**config.mk**
```make
export PLATFORM = sky130hd
export DESIGN_NAME = qpp_ctrl
export DESIGN_NICKNAME = d
export VERILOG_FILES = /design/src/sv/qpp_pkg.sv /design/src/sv/qpp_ctrl.sv
export VERILOG_INCLUDE_DIRS = /design/src /design/src/sv
export SDC_FILE = /design/constraint.sdc
export NUM_CORES = 1
export LEC_CHECK = 0
export BUFFER_PORTS_ARGS = -buffer_cell sky130_fd_sc_hd__buf_2
export CAP_MARGIN = 20
export CELL_PAD_IN_SITES_DETAIL_PLACEMENT = 1
export CELL_PAD_IN_SITES_GLOBAL_PLACEMENT = 1
export CORE_AREA = 4 4 41 43
export DETAILED_ROUTE_END_ITERATION = 8
export DIE_AREA = 0 0 45 47
export PLACE_DENSITY_LB_ADDON = 0.3
export SYNTH_ARGS = -nofsm -noshare
export SYNTH_HDL_FRONTEND = slang
export SYNTH_SLANG_ARGS = --single-unit
```
**constraint.sdc**
```tcl
create_clock -name i_clk -period 2.75 [get_ports i_clk]
set_input_delay 0.4125 -clock i_clk [delete_from_list [all_inputs] [get_ports i_clk]]
set_output_delay 0.4125 -clock i_clk [all_outputs]
set_load 0.01 [all_outputs]
```
**src/sv/quadrature_position_pid_macros.svh**
```systemverilog
// ----------------------------------------------------------------------------
// quadrature_position_pid_macros
// assertion macros for the position controller
// ----------------------------------------------------------------------------
`ifndef QUADRATURE_POSITION_PID_MACROS_SVH
`define QUADRATURE_POSITION_PID_MACROS_SVH
`ifndef NO_ASSERTIONS
`define QPP_ASSERT_IMP(label, clk, rst_n, ante, cons) \
    label: assert property (@(posedge clk) disable iff (!rst_n) (ante) |-> (cons)) \
        else $error("assertion failed");
`define QPP_ASSERT_NXT(label, clk, rst_n, ante, cons) \
    label: assert property (@(posedge clk) disable iff (!rst_n) (ante) |=> (cons)) \
        else $error("assertion failed");
`else
`define QPP_ASSERT_IMP(label, clk, rst_n, ante, cons)
`define QPP_ASSERT_NXT(label, clk, rst_n, ante, cons)
`endif
`endif

```
**src/sv/qpp_pkg.sv**
```systemverilog
// ----------------------------------------------------------------------------
// qpp_pkg
// types and constants of the quadrature position controller
// ----------------------------------------------------------------------------
`default_nettype none
package qpp_pkg;
    localparam int COUNT_WIDTH_DEF = 32;
    localparam int FRAC_BITS_DEF   = 16;
    localparam int CFG_IDX_W       = 2;

    localparam logic [1:0] FUNC_EDGE_A = 2'd0;
    localparam logic [1:0] FUNC_EDGE_B = 2'd1;
    localparam logic [1:0] FUNC_TICK   = 2'd2;
    localparam logic [1:0] FUNC_TARGET = 2'd3;

    localparam logic [CFG_IDX_W-1:0] REG_PROP  = 2'd0;
    localparam logic [CFG_IDX_W-1:0] REG_INTEG = 2'd1;
    localparam logic [CFG_IDX_W-1:0] REG_DERIV = 2'd2;
    localparam logic [CFG_IDX_W-1:0] REG_RECIP = 2'd3;

    localparam logic [15:0] PROP_RST  = 16'd100;
    localparam logic [15:0] INTEG_RST = 16'd10;
    localparam logic [15:0] DERIV_RST = 16'd1;
    localparam logic [15:0] RECIP_RST = 16'd303;
    localparam logic [9:0]  SCALE_NUM = 10'd653;

    typedef struct packed {
        logic [1:0]        func;
        logic              enc_a;
        logic              enc_b;
        logic [15:0]       elapsed_us;
        logic signed [7:0] target_rev;
    } t_in_word;

    typedef struct packed {
        logic [7:0]         duty;
        logic               drive_forward;
        logic signed [31:0] position_count;
    } t_out_word;

    typedef struct packed {
        logic edge_step;
        logic set_target;
        logic load_err;
        logic load_int;
        logic div_start;
        logic load_sum;
        logic load_duty;
    } t_cmd;

    typedef struct packed {
        logic div_done;
    } t_sts;
endpackage
`default_nettype wire

```
**src/sv/qpp_ctrl.sv**
```systemverilog
// ----------------------------------------------------------------------------
// qpp_ctrl
// sequencer for accepted words and tick computation
// ----------------------------------------------------------------------------
`default_nettype none
`include "quadrature_position_pid_macros.svh"
module qpp_ctrl (
    input  wire                 i_clk,
    input  wire                 i_rst_n,
    input  wire                 i_in_valid,
    output logic                o_in_stall,
    input  wire  [1:0]          i_func,
    output logic                o_out_valid,
    input  wire                 i_out_stall,
    output qpp_pkg::t_cmd       o_cmd,
    input  qpp_pkg::t_sts       i_sts
);
    typedef enum logic [5:0] {
        S_IDLE = 6'b000001,
        S_INT  = 6'b000010,
        S_DIV  = 6'b000100,
        S_SUM  = 6'b001000,
        S_DUTY = 6'b010000,
        S_OUT  = 6'b100000
    } t_state;

    t_state r_state, n_state;
    logic   r_out_valid, n_out_valid;
    logic   acc;

    always_comb begin
        o_in_stall = (r_state != S_IDLE);
        acc = i_in_valid && !o_in_stall;
        o_cmd = '0;
        n_state = r_state;
        n_out_valid = r_out_valid && i_out_stall;
        unique case (r_state)
            S_IDLE: begin
                if (acc) begin
                    unique case (i_func) inside
                        qpp_pkg::FUNC_EDGE_A, qpp_pkg::FUNC_EDGE_B: o_cmd.edge_step = 1'b1;
                        qpp_pkg::FUNC_TARGET: o_cmd.set_target = 1'b1;
                        qpp_pkg::FUNC_TICK: begin
                            o_cmd.load_err = 1'b1;
                            n_state = S_INT;
                        end
                        default: ;
                    endcase
                end
            end
            S_INT: begin
                o_cmd.load_int  = 1'b1;
                o_cmd.div_start = 1'b1;
                n_state = S_DIV;
            end
            S_DIV: if (i_sts.div_done) n_state = S_SUM;
            S_SUM: begin
                o_cmd.load_sum = 1'b1;
                n_state = S_DUTY;
            end
            S_DUTY: begin
                if (!r_out_valid) begin
                    o_cmd.load_duty = 1'b1;
                    n_state = S_OUT;
                end
            end
            S_OUT: begin
                n_out_valid = 1'b1;
                n_state = S_IDLE;
            end
            default: n_state = S_IDLE;
        endcase
    end

    always_ff @(posedge i_clk) begin
        if (!i_rst_n) begin
            r_state     <= S_IDLE;
            r_out_valid <= 1'b0;
        end else begin
            r_state     <= n_state;
            r_out_valid <= n_out_valid;
        end
    end

    assign o_out_valid = r_out_valid;

    `QPP_ASSERT_IMP(a_onehot, i_clk, i_rst_n, 1'b1, $onehot(r_state))
    `QPP_ASSERT_NXT(a_out_set, i_clk, i_rst_n, r_state == S_OUT, r_out_valid)
    `QPP_ASSERT_IMP(a_busy_stall, i_clk, i_rst_n, r_state != S_IDLE, o_in_stall)
endmodule
`default_nettype wire

```
==> key figures <==
Status
  – Status: finished clean

Synthesis
  – Area fraction in compound gates after synthesis: 16.5%
  – Post-synthesis simple-gate area fraction: 42.3%
  – Mux cell area share after synthesis: 0%
  – Library cells used by synthesis: 25
  – Largest family of logic cells by synthesized area: simple AND/OR/NAND/NOR gates
  – Syn_nets: 54
  – Seq cells post-synth: 7
  – Avg Cell Area, Syn: 8.25 µm²
  – Synth Area in Adders: 0%
  – XOR/XNOR share of the synthesized area: 0%
  – Seq/Total Area, Yosys: 36.1%
  – Post-Syn Area: 388 µm²
  – Syn Inst Count: 47
  – Yosys warning total: 0

Pwr
  – Psw: 58.8 µW
  – Pwr/cell area: 464 mW/mm²
  – Combinational share of power: around an eighth
  – Sequential share of power: 45.7%
  – VDD IR-drop max: 0.000157 V
  – Sw Ratio: 25.6%
  – Design internal power: approximately 170 µW
  – Clock Power Share: 42.1%
  – P_leak: approximately 0.00025 µW

Job
  – Max-cap violations: 0

Place
  – DP Cell Count: 75
  – Final HPWL DP: 797 µm
  – Port Buffer Count: 15
  – Placed Area: between 400 and 500 µm²
  – Final RePlAce weighted congestion: 0.673

Routing
  – Iteration-0 DRC Markers: 2
  – Final ANT Viol Nets: 0
  – DR WL/cell: 12.5 µm
  – Vias per Instance: 5.27
  – Routed vias: 416
  – Router iterations before antenna repair: 4
  – Final wirelength: 986 µm
  – DRC errors left: 0

Floorplanning
  – Die Span X: 45 µm
  – Starting Density: between 20% and 30%
  – DIE HEIGHT: 47 µm
  – Core area: 0.00130 mm²
  – IO Pins: 16
  – Die Area: 0.00212 mm²
  – Rows: 13

Clock tree
  – H-tree Lvls: 1
  – Clk pin slew, worst setup/hold paths: 60 ps
  – Post-CTS Setup Repair Bufs: 0
  – CTS root buffer: clkbuf_4
  – Worst-case clock buffer depth: 2
  – Num CTS Buffers: 3
  – Resize count post-CTS: 0
  – # hold bufs at CTS: 0
  – Worst skew pair latency: 260 ps
  – CTS tree: built
  – Clk sinks: 7

Finish
  – Fillers: 166
  – Final net count: 72
  – Antenna Cells: 0
  – Final Non-Filler Cells: 79
  – Final Cell Area: 495 µm²
  – P&R area growth vs syn: 27.7%
  – Fraction of layout cells with a size suffix above 1: around a third

Global route
  – Initial antenna violation count: 0
  – Gr ovfl total: 0
  – Gr busiest metal: met2
  – Largest net degree at the start of global routing: 8
  – Global Route met3 Usage: 2.30%
  – Aggregate global-route resource usage: 11.8%
  – Met2 Use GR: 17.5%
  – Met1 usage: 15.1%
  – Vias in the first global route: 417
  – First-pass GRT wire length: 1760 µm

Setup path
  – Worst setup EP type: output port
  – R2r startpoint: r_state[0]$_SDFFE_PN1P_
  – Critical path class: reg2out
  – WP data required: 2340 ps
  – Reg-to-reg setup timing slack: 1110 ps
  – Worst Path Max Fanout: 6
  – Reg-to-Reg End: r_state[5]$_SDFFE_PN0P_
  – Crit path DAT: 1840 ps
  – CP startpoint kind: flop
  – R2R cell count: 3

STA
  – Worst slew pin tran: between 700 and 800 ps
  – Clk_skew: 6.72 ps
  – Max Slew Vio Count: 0
  – Final min period: approximately 2300 ps
  – Unrepaired setup endpoints after global routing: no
  – Max-slew headroom: 47.5%
  – Fin. Hold Viols: 0
  – Max Fclk: about 440 MHz
  – Tcrit/Tclk final: 81.9%
  – Endpoints failing setup: 0
  – Final TNS setup: 0 ps

Worst hold path
  – Min-delay src: i_func[0]
  – Worst min-delay path class: in2reg
  – Cell count of the worst hold path: 2
  – Hold Crit Endpoint: r_state[1]$_SDFFE_PN0P_
worst max-delay path, stage by stage, from the launching register on:
cell,delay [ps]
dfxtp_1,330
or2_4,280
or4_1,590
nor3b_1,220
buf_2,150
cell usage after synthesis (all sizes together):
master	number	share of area, %
dfxtp	7	36
a32oi	1	2.3
clkbuf	1	1.3
a21boi	1	1.9
o21ai	1	1.3
nand3	1	1.3
and2b	1	1.9
nor4	5	9.7
nand2	4	3.9
or2	2	3.9
a21oi	1	1.3
buf	1	1.9
or4	1	1.9
o311a	1	2.6
nor3b	1	1.9
nor3	4	5.2
nand2b	3	4.8
nor2b	3	4.8
nor2	3	2.9
o41ai	1	2.3
o221ai	1	2.3
o211a	1	2.6
inv	2	1.9
state kept, by name, indices dropped and copies added (netlist names):
| signal | count |
|---|---|
| r_state | 6 |
| o_out_valid | 1 |
layout make-up:
class                   instances  area (µm²)  area share [%]
multi-input cells              36         228            46.0
flip-flops and latches          7         140            28.3
repair buffers                 15        75.1            15.2
clock buffers                   4        26.3            5.30
well taps                      15        18.8            3.79
inverters                       2        7.51            1.52
worst max path at each step:
| stage | slack (ps) | startpoint | endpoint |
|---|---|---|---|
| after floorplan | 790 | r_state[3]$_SDFFE_PN0P_ | o_cmd[6] |
| after global placement | 790 | r_state[3]$_SDFFE_PN0P_ | o_cmd[6] |
| after detailed placement | 770 | r_state[3]$_SDFFE_PN0P_ | o_cmd[6] |
| after CTS | 490 | r_state[3]$_SDFFE_PN0P_ | o_cmd[6] |
| after global routing | 420 | r_state[3]$_SDFFE_PN0P_ | o_cmd[4] |
| final | 500 | r_state[3]$_SDFFE_PN0P_ | o_cmd[6] |
cell families after synthesis:
logic type	Yosys count
AO/OA/AOI/OAI	8
buffers and inverters	4
flip-flops	7
AND/OR/NAND/NOR	28
cells in the final DEF (no fill, tap or decap):
cell      synthesis  layout
nor4_2            1       1
nor3_1            4       4
nand2_1           4       4
clkbuf_1          0       1
a32oi_1           1       1
nor3b_1           1       1
o21ai_0           1       1
and2b_1           1       1
o211a_1           1       1
clkbuf_4          0       3
nor4_1            4       4
o41ai_1           1       1
dfxtp_1           7       7
nand2b_1          3       3
or2_2             1       1
o311a_1           1       1
o221ai_1          1       1
nor2_1            3       3
or2_4             1       1
inv_1             2       2
a21oi_1           1       1
nand3_1           1       1
or4_1             1       1
nor2b_1           3       3
buf_2             0      15
a21boi_0          1       1
power groups by stage:
stage / Combinational [µW] / Clock [µW] / Sequential, µW
final: 28.1 / 96.7 / 105
after global routing: 31.8 / 103 / 105
after CTS: 28.6 / 99.5 / 105
after detailed placement: 28.6 / 0 / 107
after global placement: 28.5 / 0 / 107
after floorplan: 17.2 / 0 / 107
metal layers:
| layer | part of all wire, % | wire, µm | vias up |
|---|---|---|---|
| met4 | 3.3 | 33 | 0 |
| met5 | 0 | 0 | - |
| met1 | 49 | 485 | 185 |
| met3 | 7.6 | 75 | 5 |
| met2 | 40 | 391 | 14 |
| li1 | - | - | 212 |
metrics by stage:
step / hold WS [ps] / utilization, % / setup WS, ps / power [µW]
floorplan: 484 / - / 793 / 124
global placement: 499 / 36.1 / 793 / 135
detailed placement: 502 / 36.1 / 772 / 136
CTS: 370 / 38.1 / 489 / 233
global route: 391 / 38.1 / 415 / 240
finish: 374 / 38.1 / 498 / 230
Power figures use the tool's default switching activity.
